<file path="config.mk">
export PLATFORM = sky130hd
export DESIGN_NAME = ba_ctrl_flat
export DESIGN_NICKNAME = d
export VERILOG_FILES = /design/src/sv/ba_pkg.sv /design/src/sv/ba_req_if.sv /design/src/sv/ba_ctrl.sv /design/src/flat_wrapper.sv
export VERILOG_INCLUDE_DIRS = /design/src /design/src/sv
export SDC_FILE = /design/constraint.sdc
export NUM_CORES = 1
export LEC_CHECK = 0
export BUFFER_PORTS_ARGS = -buffer_cell sky130_fd_sc_hd__buf_2
export CELL_PAD_IN_SITES_DETAIL_PLACEMENT = 1
export CELL_PAD_IN_SITES_GLOBAL_PLACEMENT = 1
export CORE_ASPECT_RATIO = 1.2
export CORE_MARGIN = 5
export CORE_UTILIZATION = 48
export CTS_CLUSTER_DIAMETER = 30
export DETAILED_ROUTE_END_ITERATION = 10
export GPL_TIMING_DRIVEN = 0
export PLACE_DENSITY_LB_ADDON = 0.1
export SLEW_MARGIN = 20
export SYNTH_ARGS = -nofsm -noshare
export SYNTH_HDL_FRONTEND = slang
export SYNTH_SLANG_ARGS = --single-unit
export TNS_END_PERCENT = 5
</file>
<file path="constraint.sdc">
create_clock -name clock -period 6 [get_ports clock]
set_input_delay 0.9 -clock clock [delete_from_list [all_inputs] [get_ports clock]]
set_output_delay 0.9 -clock clock [all_outputs]
set_load 0.02 [all_outputs]
</file>
<file path="src/sv/assert_macros.svh">
// ----------------------------------------------------------------------------
// assertion macros
// shared shorthands for the concurrent checks of the allocator
// ----------------------------------------------------------------------------
`ifndef ASSERT_MACROS_SVH
`define ASSERT_MACROS_SVH

// same-cycle implication
`define BA_ASSERT_IMPLY(name, clk, rst, ante, cons) \
   name: assert property (@(posedge clk) disable iff (rst) (ante) |-> (cons)) \
      else $error("assertion failed");

// next-cycle implication
`define BA_ASSERT_NEXT(name, clk, rst, ante, cons) \
   name: assert property (@(posedge clk) disable iff (rst) (ante) |=> (cons)) \
      else $error("assertion failed");

`endif

</file>
<file path="src/sv/ba_pkg.sv">
// ----------------------------------------------------------------------------
// ba_pkg
// types, constants and helpers of the buddy allocator
// ----------------------------------------------------------------------------
`default_nettype none

package ba_pkg;

   localparam int TOTAL_ORDER  = 16;
   localparam int MIN_ORDER    = 5;
   localparam int HEADER_BYTES = 24;

   localparam int UNIT_BITS  = TOTAL_ORDER - MIN_ORDER;
   localparam int UNITS      = 1 << UNIT_BITS;
   localparam int NLISTS     = TOTAL_ORDER;
   localparam int LIST_BITS  = $clog2(NLISTS);
   localparam int ORDER_BITS = $clog2(TOTAL_ORDER + 2);
   localparam int SIZE_BITS  = 17;
   localparam int ADDR_BITS  = 16;
   localparam int TOTAL_BITS = TOTAL_ORDER + 2;
   localparam longint REGION = 64'd1 << TOTAL_ORDER;

   localparam logic OP_ALLOC   = 1'b0;
   localparam logic OP_RELEASE = 1'b1;

   localparam logic [1:0] ST_OK     = 2'd0;
   localparam logic [1:0] ST_ZERO   = 2'd1;
   localparam logic [1:0] ST_BIG    = 2'd2;
   localparam logic [1:0] ST_NOFREE = 2'd3;

   typedef logic [UNIT_BITS-1:0]  unit_type;
   typedef logic [ORDER_BITS-1:0] order_type;
   typedef logic [LIST_BITS-1:0]  list_type;

   typedef struct packed {
      logic      reserved;
      order_type order;
      unit_type  next;
      unit_type  prev;
   } mem_word_type;

   typedef struct packed {
      logic         rd_en;
      unit_type     rd_addr;
      unit_type     wr_addr;
      logic         we_res;
      logic         we_ord;
      logic         we_next;
      logic         we_prev;
      mem_word_type wr_data;
   } mem_req_type;

   typedef struct packed {
      logic [ADDR_BITS-1:0] addr;
      logic [1:0]           status;
   } result_type;

   // free list slot of an order; out of range maps to the top list
   function automatic list_type lidx(input order_type o);
      list_type r;
      if (o >= order_type'(1) && o <= order_type'(NLISTS)) begin
         r = LIST_BITS'(o - order_type'(1));
      end else begin
         r = LIST_BITS'(NLISTS - 1);
      end
      return r;
   endfunction

endpackage

`default_nettype wire

</file>
<file path="src/sv/ba_req_if.sv">
// ----------------------------------------------------------------------------
// ba_req_if
// request channel: allocate or release beats
// ----------------------------------------------------------------------------
`default_nettype none

interface ba_req_if import ba_pkg::*; ();
   logic                 valid;
   logic                 ready;
   logic                 op;
   logic [SIZE_BITS-1:0] req_size;
   logic [ADDR_BITS-1:0] user_address;

   modport source (output valid, op, req_size, user_address, input ready);
   modport sink   (input valid, op, req_size, user_address, output ready);
endinterface

`default_nettype wire

</file>
<file path="src/sv/ba_ctrl.sv">
// ----------------------------------------------------------------------------
// ba_ctrl
// sequencer: size rounding, list search, split, merge and list upkeep
// ----------------------------------------------------------------------------
`default_nettype none
`include "assert_macros.svh"

module ba_ctrl import ba_pkg::*; (
   input  wire logic         clock,
   input  wire logic         reset,
   ba_req_if.sink            req_bus,
   output logic              res_valid,
   input  wire logic         res_take,
   output result_type        res,
   output mem_req_type       mem_req,
   input  wire mem_word_type mem_rd
);

   localparam logic [4:0] S_CLEAR  = 5'd0;
   localparam logic [4:0] S_IDLE   = 5'd1;
   localparam logic [4:0] S_DONE   = 5'd2;
   localparam logic [4:0] A_K      = 5'd3;
   localparam logic [4:0] A_J      = 5'd4;
   localparam logic [4:0] A_LOOP   = 5'd5;
   localparam logic [4:0] A_SPLIT  = 5'd6;
   localparam logic [4:0] A_SPLIT2 = 5'd7;
   localparam logic [4:0] A_SPLIT3 = 5'd8;
   localparam logic [4:0] A_FIN    = 5'd9;
   localparam logic [4:0] R_ISSUE  = 5'd10;
   localparam logic [4:0] R_CHK    = 5'd11;
   localparam logic [4:0] R_LOOP   = 5'd12;
   localparam logic [4:0] R_BCHK   = 5'd13;
   localparam logic [4:0] R_MERGE  = 5'd14;
   localparam logic [4:0] R_END    = 5'd15;
   localparam logic [4:0] T_RD     = 5'd16;
   localparam logic [4:0] T_DAT    = 5'd17;
   localparam logic [4:0] T_W2     = 5'd18;
   localparam logic [4:0] T_SELF   = 5'd19;
   localparam logic [4:0] P_ST     = 5'd20;
   localparam logic [4:0] P_DAT    = 5'd21;
   localparam logic [4:0] P_W2     = 5'd22;
   localparam logic [4:0] P_W3     = 5'd23;

   logic [4:0]            state_ff, state_in, ret_ff, ret_in;
   unit_type              u_ff, u_in, b_ff, b_in, n_ff, n_in, p_ff, p_in, h_ff, h_in;
   unit_type              pu_ff, pu_in, clr_ff, clr_in;
   order_type             k_ff, k_in, j_ff, j_in, pk_ff, pk_in;
   logic [TOTAL_BITS-1:0] total_ff, total_in;
   unit_type              head_ff [NLISTS];
   unit_type              head_in [NLISTS];
   logic [NLISTS-1:0]     nonempty_ff, nonempty_in;
   result_type            res_ff, res_in;

   logic [TOTAL_BITS-1:0] sum_w;
   logic [ADDR_BITS-1:0]  start_w;
   list_type              li_w;
   unit_type              nu_w;

   assign req_bus.ready = (state_ff == S_IDLE);
   assign res_valid     = (state_ff == S_DONE);
   assign res           = res_ff;

   assign sum_w   = TOTAL_BITS'(req_bus.req_size) + TOTAL_BITS'(HEADER_BYTES);
   assign start_w = req_bus.user_address - ADDR_BITS'(HEADER_BYTES);
   assign li_w    = lidx(pk_ff);
   assign nu_w    = (b_ff < u_ff) ? b_ff : u_ff;

   always_comb begin
      state_in    = state_ff;
      ret_in      = ret_ff;
      u_in        = u_ff;
      b_in        = b_ff;
      n_in        = n_ff;
      p_in        = p_ff;
      h_in        = h_ff;
      pu_in       = pu_ff;
      pk_in       = pk_ff;
      k_in        = k_ff;
      j_in        = j_ff;
      clr_in      = clr_ff;
      total_in    = total_ff;
      head_in     = head_ff;
      nonempty_in = nonempty_ff;
      res_in      = res_ff;
      mem_req     = '0;

      unique case (state_ff)
         S_CLEAR: begin
            mem_req.wr_addr = clr_ff;
            mem_req.we_res  = 1'b1;
            mem_req.we_ord  = 1'b1;
            mem_req.we_next = 1'b1;
            mem_req.we_prev = 1'b1;
            mem_req.wr_data.order = (clr_ff == '0) ? order_type'(TOTAL_ORDER) : '0;
            clr_in = clr_ff + unit_type'(1);
            if (clr_ff == '1) begin
               state_in = S_IDLE;
            end
         end
         S_IDLE: begin
            if (req_bus.valid) begin
               res_in.addr   = '0;
               res_in.status = ST_OK;
               state_in      = S_DONE;
               if (req_bus.op == OP_ALLOC) begin
                  if (req_bus.req_size == '0) begin
                     res_in.status = ST_ZERO;
                  end else if (sum_w > TOTAL_BITS'(REGION)) begin
                     res_in.status = ST_BIG;
                  end else begin
                     total_in = sum_w;
                     k_in     = order_type'(MIN_ORDER);
                     state_in = A_K;
                  end
               end else if (req_bus.user_address >= ADDR_BITS'(HEADER_BYTES) &&
                            start_w[MIN_ORDER-1:0] == '0) begin
                  u_in     = start_w[ADDR_BITS-1:MIN_ORDER];
                  state_in = R_ISSUE;
               end
            end
         end
         A_K: begin
            if (k_ff < order_type'(TOTAL_ORDER) &&
                (TOTAL_BITS'(1) << k_ff) < total_ff) begin
               k_in = k_ff + order_type'(1);
            end else begin
               j_in     = k_ff;
               state_in = A_J;
            end
         end
         A_J: begin
            if (j_ff > order_type'(TOTAL_ORDER)) begin
               res_in.status = ST_NOFREE;
               state_in      = S_DONE;
            end else if (!nonempty_ff[lidx(j_ff)]) begin
               j_in = j_ff + order_type'(1);
            end else begin
               u_in     = head_ff[lidx(j_ff)];
               state_in = A_LOOP;
            end
         end
         A_LOOP: begin
            pu_in    = u_ff;
            state_in = T_RD;
            if (j_ff > k_ff) begin
               pk_in  = j_ff;
               ret_in = A_SPLIT;
            end else begin
               pk_in  = k_ff;
               ret_in = A_FIN;
            end
         end
         A_SPLIT: begin
            j_in = j_ff - order_type'(1);
            b_in = u_ff + (unit_type'(1) << (j_ff - order_type'(MIN_ORDER + 1)));
            mem_req.wr_addr       = u_ff;
            mem_req.we_ord        = 1'b1;
            mem_req.wr_data.order = j_ff - order_type'(1);
            state_in = A_SPLIT2;
         end
         A_SPLIT2: begin
            mem_req.wr_addr       = b_ff;
            mem_req.we_ord        = 1'b1;
            mem_req.we_res        = 1'b1;
            mem_req.wr_data.order = j_ff;
            pu_in    = b_ff;
            pk_in    = j_ff;
            ret_in   = A_SPLIT3;
            state_in = P_ST;
         end
         A_SPLIT3: begin
            pu_in    = u_ff;
            pk_in    = j_ff;
            ret_in   = A_LOOP;
            state_in = P_ST;
         end
         A_FIN: begin
            mem_req.wr_addr          = u_ff;
            mem_req.we_ord           = 1'b1;
            mem_req.we_res           = 1'b1;
            mem_req.wr_data.order    = k_ff;
            mem_req.wr_data.reserved = 1'b1;
            res_in.addr = {u_ff, {MIN_ORDER{1'b0}}} + ADDR_BITS'(HEADER_BYTES);
            state_in    = S_DONE;
         end
         R_ISSUE: begin
            mem_req.rd_en   = 1'b1;
            mem_req.rd_addr = u_ff;
            state_in        = R_CHK;
         end
         R_CHK: begin
            if (!mem_rd.reserved) begin
               state_in = S_DONE;
            end else begin
               mem_req.wr_addr = u_ff;
               mem_req.we_res  = 1'b1;
               if (mem_rd.order < order_type'(MIN_ORDER) ||
                   mem_rd.order > order_type'(TOTAL_ORDER)) begin
                  k_in = order_type'(MIN_ORDER);
               end else begin
                  k_in = mem_rd.order;
               end
               state_in = R_LOOP;
            end
         end
         R_LOOP: begin
            if (k_ff < order_type'(TOTAL_ORDER)) begin
               b_in = u_ff ^ (unit_type'(1) << (k_ff - order_type'(MIN_ORDER)));
               mem_req.rd_en   = 1'b1;
               mem_req.rd_addr = u_ff ^ (unit_type'(1) << (k_ff - order_type'(MIN_ORDER)));
               state_in = R_BCHK;
            end else begin
               state_in = R_END;
            end
         end
         R_BCHK: begin
            if (mem_rd.reserved || mem_rd.order != k_ff) begin
               state_in = R_END;
            end else begin
               pu_in    = b_ff;
               pk_in    = k_ff;
               ret_in   = R_MERGE;
               state_in = T_RD;
            end
         end
         R_MERGE: begin
            u_in = nu_w;
            k_in = k_ff + order_type'(1);
            mem_req.wr_addr       = nu_w;
            mem_req.we_ord        = 1'b1;
            mem_req.wr_data.order = k_ff + order_type'(1);
            state_in = R_LOOP;
         end
         R_END: begin
            mem_req.wr_addr       = u_ff;
            mem_req.we_ord        = 1'b1;
            mem_req.wr_data.order = k_ff;
            pu_in    = u_ff;
            pk_in    = k_ff;
            ret_in   = S_DONE;
            state_in = P_ST;
         end
         // unlink pu from the ring of order pk
         T_RD: begin
            mem_req.rd_en   = 1'b1;
            mem_req.rd_addr = pu_ff;
            state_in        = T_DAT;
         end
         T_DAT: begin
            n_in = mem_rd.next;
            p_in = mem_rd.prev;
            if (mem_rd.next == pu_ff) begin
               nonempty_in[li_w] = 1'b0;
               state_in          = T_SELF;
            end else begin
               mem_req.wr_addr      = mem_rd.prev;
               mem_req.we_next      = 1'b1;
               mem_req.wr_data.next = mem_rd.next;
               state_in             = T_W2;
            end
         end
         T_W2: begin
            mem_req.wr_addr      = n_ff;
            mem_req.we_prev      = 1'b1;
            mem_req.wr_data.prev = p_ff;
            if (head_ff[li_w] == pu_ff) begin
               head_in[li_w] = n_ff;
            end
            state_in = T_SELF;
         end
         T_SELF: begin
            mem_req.wr_addr      = pu_ff;
            mem_req.we_next      = 1'b1;
            mem_req.we_prev      = 1'b1;
            mem_req.wr_data.next = pu_ff;
            mem_req.wr_data.prev = pu_ff;
            state_in             = ret_ff;
         end
         // link pu in front of the head of order pk
         P_ST: begin
            if (nonempty_ff[li_w]) begin
               h_in            = head_ff[li_w];
               mem_req.rd_en   = 1'b1;
               mem_req.rd_addr = head_ff[li_w];
               state_in        = P_DAT;
            end else begin
               mem_req.wr_addr      = pu_ff;
               mem_req.we_next      = 1'b1;
               mem_req.we_prev      = 1'b1;
               mem_req.wr_data.next = pu_ff;
               mem_req.wr_data.prev = pu_ff;
               head_in[li_w]        = pu_ff;
               nonempty_in[li_w]    = 1'b1;
               state_in             = ret_ff;
            end
         end
         P_DAT: begin
            p_in                 = mem_rd.prev;
            mem_req.wr_addr      = mem_rd.prev;
            mem_req.we_next      = 1'b1;
            mem_req.wr_data.next = pu_ff;
            state_in             = P_W2;
         end
         P_W2: begin
            mem_req.wr_addr      = pu_ff;
            mem_req.we_next      = 1'b1;
            mem_req.we_prev      = 1'b1;
            mem_req.wr_data.next = h_ff;
            mem_req.wr_data.prev = p_ff;
            state_in             = P_W3;
         end
         P_W3: begin
            mem_req.wr_addr      = h_ff;
            mem_req.we_prev      = 1'b1;
            mem_req.wr_data.prev = pu_ff;
            head_in[li_w]        = pu_ff;
            nonempty_in[li_w]    = 1'b1;
            state_in             = ret_ff;
         end
         S_DONE: begin
            if (res_take) begin
               state_in = S_IDLE;
            end
         end
         default: begin
            state_in = S_IDLE;
         end
      endcase
   end

   always_ff @(posedge clock) begin
      if (reset) begin
         state_ff    <= S_CLEAR;
         ret_ff      <= S_DONE;
         clr_ff      <= '0;
         nonempty_ff <= NLISTS'(1) << lidx(order_type'(TOTAL_ORDER));
         for (int i = 0; i < NLISTS; i++) begin
            head_ff[i] <= '0;
         end
      end else begin
         state_ff    <= state_in;
         ret_ff      <= ret_in;
         clr_ff      <= clr_in;
         nonempty_ff <= nonempty_in;
         head_ff     <= head_in;
      end
      u_ff     <= u_in;
      b_ff     <= b_in;
      n_ff     <= n_in;
      p_ff     <= p_in;
      h_ff     <= h_in;
      pu_ff    <= pu_in;
      pk_ff    <= pk_in;
      k_ff     <= k_in;
      j_ff     <= j_in;
      total_ff <= total_in;
      res_ff   <= res_in;
   end

   // reads never share a cycle with a write, so no bypass is needed
   `BA_ASSERT_IMPLY(a_no_rw_overlap, clock, reset, mem_req.rd_en,
      !(mem_req.we_res || mem_req.we_ord || mem_req.we_next || mem_req.we_prev))
   `BA_ASSERT_NEXT(a_accept_leaves_idle, clock, reset,
      req_bus.valid && req_bus.ready, state_ff != S_IDLE)
   `BA_ASSERT_IMPLY(a_fail_null_addr, clock, reset,
      res_valid && res.status != ST_OK, res.addr == '0)

endmodule

`default_nettype wire
</file>
<file path="src/flat_wrapper.sv">
// flat-port wrapper written by rule: the top's interface ports become plain ports
module ba_ctrl_flat import ba_pkg::*;
  (clock, reset, res_valid, res_take, res, mem_req, mem_rd, req_bus_valid, req_bus_op, req_bus_req_size, req_bus_user_address, req_bus_ready);
  ba_req_if req_bus_i ();
  input  wire logic clock;
  input  wire logic reset;
  output logic res_valid;
  input  wire logic res_take;
  output result_type res;
  output mem_req_type mem_req;
  input  wire mem_word_type mem_rd;
  input wire logic [$bits(req_bus_i.valid)-1:0] req_bus_valid;
  input wire logic [$bits(req_bus_i.op)-1:0] req_bus_op;
  input wire logic [$bits(req_bus_i.req_size)-1:0] req_bus_req_size;
  input wire logic [$bits(req_bus_i.user_address)-1:0] req_bus_user_address;
  output wire logic [$bits(req_bus_i.ready)-1:0] req_bus_ready;
  assign req_bus_i.valid = req_bus_valid;
  assign req_bus_i.op = req_bus_op;
  assign req_bus_i.req_size = req_bus_req_size;
  assign req_bus_i.user_address = req_bus_user_address;
  assign req_bus_ready = req_bus_i.ready;
  ba_ctrl u_core (.clock(clock), .reset(reset), .req_bus(req_bus_i), .res_valid(res_valid), .res_take(res_take), .res(res), .mem_req(mem_req), .mem_rd(mem_rd));
endmodule
</file>
=== After elaboration in Yosys (flattened, before gate mapping) ===
Index checks and enable logic that the tools add are counted.
W data, S select, Z words.

* Add/sub/neg operators: 11
* $mul: 0
* Div/mod/pow operators: 0
* Order comparisons: 19
* Equal/unequal tests: 48
* Shift operators: 3
* Mux-type cells: 101
* Bitwise gates (word level): 9
* Reductions and logical operators: 51

{| class="wikitable"
|+ Operators by type and width
! kind !! count
|-
| $pmux W176 S3 || 1
|-
| $bwmux W176 || 2
|-
| $mux W176 || 2
|-
| $mux W11 || 16
|-
| $pmux W11 S11 || 1
|-
| $mux W5 || 24
|-
| $pmux W5 S21 || 1
|-
| $pmux W11 S3 || 3
|-
| $bmux W11 S4 || 2
|-
| $pmux W5 S5 || 2
|-
| $pmux W12 S4 || 1
|-
| $pmux W16 S3 || 1
|-
| $demux W11 S4 || 1
|-
| $pmux W11 S4 || 1
|-
| $eq A5 B4 Y1 const B || 8
|-
| $eq A5 B5 Y1 const B || 8
|-
| $mux W4 || 10
|-
| $pmux W5 S4 || 2
|-
| $mux W12 || 3
|-
| $mux W16 || 2
|-
| $pmux W16 S2 || 1
|-
| $eq A11 B11 Y1 || 2
|-
| $mux W22 || 1
|-
| $ne A2 B2 Y1 const B || 11
|-
| 68 further kinds || 136
|}

* Flip-flop bits (word level): 330
* Latch bits: 0
* RAM bits: 0
* ROM bits: 0
* Input bits: 66
* Output and inout bits: 75
* Memories kept: 0

=== Depth between registers and ports, before layout ===
* Word-level depth: 17
* Mapped depth: 20
* Mapped depth without buffers: 18

=== Worst setup path before layout ===
No wires, ideal clock.

* Kind: register -> output
* From: register u_core.pk_ff[0]
* To: output port mem_req[46] in the netlist's numbering
* Data arrival time: 4.054 ns
* Data required time: 5.100 ns
* Path slack: 1.046 ns
* Cell stages (with the launch flop): 17
* Path buffers: 7
* Cell sequence: edfxtp_1 > buf_6 > inv_1 > clkbuf_1 > ha_1 > clkbuf_1 > inv_1 > clkbuf_1 > nand2_1 > clkbuf_1 > clkbuf_1 > a21oi_1 > o2111ai_1 > o2111ai_2 > nor2_1 > clkbuf_1 > a221o_1

{| class="wikitable"
|+ RTL lines
! what !! RTL line !! text
|-
| start, declared || ba_ctrl.sv:47 || <nowiki>order_type k_ff, k_in, j_ff, j_in, pk_ff, pk_in;</nowiki>
|-
| start signal, assigned || ba_ctrl.sv:353 || <nowiki>pk_ff <= pk_in;</nowiki>
|-
| end, declared || flat_wrapper.sv:10 || <nowiki>output mem_req_type mem_req;</nowiki>
|}

=== Worst setup path after layout ===
* From: register u_core.j_ff[0]
* To: register u_core.u_ff[1], data pin

* Cells in the longest elaborated chain, start to end: 13
* Elaborated cells between the ends (all ways): 15

{| class="wikitable"
|+ RTL lines
! what !! RTL line !! text
|-
| start, declared || ba_ctrl.sv:47 ||
|-
| start signal, assigned || ba_ctrl.sv:355 || <nowiki>j_ff <= j_in;</nowiki>
|-
| $ge A5 B1 Y1 / $le A5 B5 Y1 (equally long branches) || ba_pkg.sv:61 || <nowiki>if (o >= order_type'(1) && o <= order_type'(NLISTS)) begin</nowiki>
|-
| $logic_and A1 B1 Y1 || ba_pkg.sv:61 ||
|-
| $mux W4 * || ba_pkg.sv:61 ||
|-
| $mux W4 * || ba_ctrl.sv:135 || <nowiki>end else if (!nonempty_ff[lidx(j_ff)]) begin</nowiki>
|-
| $mux W4 * || ba_ctrl.sv:132 || <nowiki>if (j_ff > order_type'(TOTAL_ORDER)) begin</nowiki>
|-
| $mux W4 * || ba_ctrl.sv:87 || <nowiki>unique case (state_ff)</nowiki>
|-
| $not A4 Y5 (not written as such) * || ba_ctrl.sv:138 || <nowiki>u_in = head_ff[lidx(j_ff)];</nowiki>
|-
| $bmux W11 S4 * || ba_ctrl.sv:138 ||
|-
| $mux W11 (not written as such) * (2 in a row) || ba_ctrl.sv:138 ||
|-
| $mux W11 * || ba_ctrl.sv:135 ||
|-
| $mux W11 * || ba_ctrl.sv:132 ||
|-
| $pmux W11 S3 * || ba_ctrl.sv:87 ||
|-
| via u_core.u_in[1] || ba_ctrl.sv:45 || <nowiki>unit_type u_ff, u_in, b_ff, b_in, n_ff, n_in, p_ff, p_in, h_ff, h_in;</nowiki>
|-
| end signal, assigned || ba_ctrl.sv:347 || <nowiki>u_ff <= u_in;</nowiki>
|-
| end, declared || ba_ctrl.sv:45 ||
|}

Mark *: on every way through the listed nets, which the timed path passes. The rest lies on a longest branch. The select of a mux whose other input is x is not followed.
A chain may end at the register's enable or synchronous reset.

==> metrics.cfg <==
[grt]
grt_pass1_vias=23100
grt_overflow=0
grt_max_degree=22
grtUsageTotal_pct=40.8
antenna_found_initial=0
grt_pass1_wl_mm=151

[detailed_routing]
via_per_inst=6.82
first_pass_iters=6
dr_total_vias=22100
routed_wl_mm=104
drc=0
wl_per_cell_um=32.2
drtIter0Drc=2184
postRouteAntennaNets=0

[synth]
netlist_area_um2=21500
yosysWarnings=0
synth_area_per_cell_um2=9.04
synth-main-ff-cell=dfxtp_1
synth_cell_type_count=93
synth_seq_area_share_pct=35.5
ys_ff_latch=325
synthArstFlopShare_pct=0
synth_enable_flop_cells=113
synth_cells=2380

[critical_path]
cp-end-kind=flip-flop
r2r_end=u_core.u_ff[1]
slowest_delay_ns=0.69
arrival_ns=6.27
cp_data_required_time_ns=6.35
critical_path_class=reg2reg
start_kind=flip-flop
cp_max_fo=21
critical_path.slowest_cell=o31ai_2
path_cells=clkbuf_1 > inv_2 > ha_1 > clkbuf_1 > inv_1 > o31ai_2 > clkbuf_2 > nand2_1 > clkbuf_2 > mux4_2 > a21oi_1 > a21oi_1 > nand2_1 > o221ai_1
reg2reg_setup_slack_ns=0.08
worstReg2RegStart=u_core.j_ff[0]
worst_r2r_path_depth=14

[worst_hold_path]
worstHoldStart=req_bus_req_size[2]
hp-class=in2reg
hold_end=u_core.total_ff[2]
hold_depth=1

[timing]
worst_pin_slew_ns=1.18
hold_viol_final=0
finClkSkew_ns=0.0286
setup_violations=0
tns_ns=0
period_needed_ns=5.92
rsz0062_at_grt=false
slew_violations=0
max_slew_margin_pct=20.4
fmax_mhz=169
min_period_over_period_pct=98.7

[clock_tree]
root_buffer=clkbuf_16
h-tree-depth=3
cts_sinks=325
postCtsHoldBufs=0
clock_latency_ns=0.64
cts.clk_slew.worst_paths_ns=0.04
cts_made_buffers=79
cts_max_path_buffers=3
cts_tree=done

[die]
die-area_um2=49200
die_x_um=203
core-area_um2=44700
pin_count=141
die_y_um=242
start_util_pct=48.2
rows=85

[placement]
post-place-cells=3086
place_hpwl_mm=76.2
postPlaceCellArea_um2=22900
portBuffers=137
place_congestion=1.02

[layout]
nets=2734
stdcell_area_um2=25900
drive_gt1_share_pct=16.6
layout.cells.non_filler=3234
antenna_cells=0
synthToLayoutAreaGrowth_pct=20.6

[power]
p_leak_nw=10.8
pwr_density_cell_nw_per_um2=294
vdd_drop_max_mv=0.236

[outcome]
outcome=finished clean

[run]
drv_cap=0

## power breakdown
group	total, mW	internal (mW)	switching, mW
sequential	2.43	2.34	0.0933
combinational	0.580	0.204	0.376
clock	4.61	3.09	1.51
total	7.62	5.64	1.98
## logic make-up after synthesis
group / after synthesis / share of synthesized area [%]
simple gates: 794 / 19.1
compound gates: 601 / 20.7
flops: 325 / 35.5
buf+inv: 295 / 6.02
mux: 211 / 11.3
xor+xnor: 89 / 3.69
fa+ha+maj: 64 / 3.76
other cells: 1 / 0.0174
## per-stage QoR
stage / power [mW] / worst slack (ns) / util [%] / hold WS (ns)
floorplan: 2.77 / 1.05 / - / 0.455
global placement: 3.01 / -2.16 / 51.3 / 0.470
detailed placement: 3.03 / -2.30 / 51.4 / 0.480
CTS: 7.61 / 0.00922 / 57.9 / 0.449
global route: 7.80 / 0.0204 / 58.1 / 0.469
finish: 7.62 / 0.0772 / 58.1 / 0.479
## layout make-up
class	count	area, um2
plain buffers	212	1030
clock buffers	95	2180
well taps	565	707
multi-input cells	1762	12700
inverters	81	308
clock inverters	51	646
repair buffers	143	731
flip-flops and latches	325	7640
fillers	5166	18700
## cell usage in the layout, fill, tap and decap left out, types with 43 or more instances in the layout
master	netlist	final
o21ai_0	76	73
mux2i_1	168	168
clkbuf_1	148	141
and2_1	45	45
xnor2_1	56	56
nand3_1	90	90
edfxtp_1	113	113
buf_2	11	150
a21oi_1	126	123
and3_1	43	43
clkbuf_16	0	85
inv_1	78	77
nor2_1	150	148
dfxtp_1	212	212
ha_1	63	62
nand2b_1	151	151
o211ai_1	45	45
nand2_1	170	170
## metal layers
layer  track usage, %  wire length [um]
met1             45.1             36800
met2             67.6             48500
met3             7.63              7760
met4             33.9             10900
met5                0                 0
## flip-flops by register name (all words and copies together) (netlist names), named ones only
name             count
u_core.p_ff         11
u_core.state_ff      5
u_core.res          14
u_core.pu_ff        11
u_core.pk_ff         5
u_core.u_ff         11
u_core.h_ff         11
u_core.n_ff         11
u_core.head_ff     176
u_core.b_ff         11
u_core.ret_ff        4
u_core.total_ff     18
u_core.k_ff          5
u_core.j_ff          5
u_core.clr_ff       11
## cell usage after synthesis, types with 26 or more instances
| master | number | area (um2) |
|---|---|---|
| a2111oi_0 | 41 | 359 |
| a211oi_1 | 41 | 308 |
| a21oi_1 | 126 | 631 |
| a22o_1 | 36 | 315 |
| a22oi_1 | 32 | 240 |
| and2_1 | 45 | 282 |
| and3_1 | 43 | 269 |
| clkbuf_1 | 148 | 556 |
| dfxtp_1 | 212 | 4240 |
| edfxtp_1 | 113 | 3390 |
| ha_1 | 63 | 788 |
| inv_1 | 78 | 293 |
| mux2i_1 | 168 | 1680 |
| nand2_1 | 170 | 638 |
| nand2b_1 | 151 | 945 |
| nand3_1 | 90 | 450 |
| nor2_1 | 150 | 563 |
| nor3_1 | 36 | 180 |
| nor4_1 | 26 | 163 |
| o211ai_1 | 45 | 338 |
| o21ai_0 | 76 | 380 |
| o31ai_1 | 27 | 203 |
| xnor2_1 | 56 | 490 |
| xor2_1 | 31 | 272 |
## worst max-delay path by stage
stage,startpoint,endpoint,slack [ns],depth (start not counted)
final,u_core.j_ff[0],u_core.u_ff[1],0.08,14
after global routing,u_core.pk_ff[0],mem_req[19],0.02,16
after CTS,u_core.pk_ff[0],mem_req[5],0.009,16
after detailed placement,u_core.pk_ff[0],mem_req[49],-2.30,18
after global placement,u_core.pk_ff[0],mem_req[48],-2.16,18
after floorplan,u_core.pk_ff[0],mem_req[46],1.05,16
## critical path: cells and delay by family, from the launching register on
kind / cells / cell delay, ns
buffers and inverters: 6 / 2.22
muxes: 1 / 0.55
DFF: 1 / 0.41
and+or+nand+nor: 2 / 0.47
AOI/OAI and AO/OA: 4 / 1.73
adders and majority gates: 1 / 0.24
## what timing repair did
action,CTS,global route
pin swaps,2,1
setup buffers,4,0
gates resized for setup,32,15
hold endpoints to repair,0,0
setup endpoints to repair,280,40
Note: power is estimated with default switching activity, not from simulation.
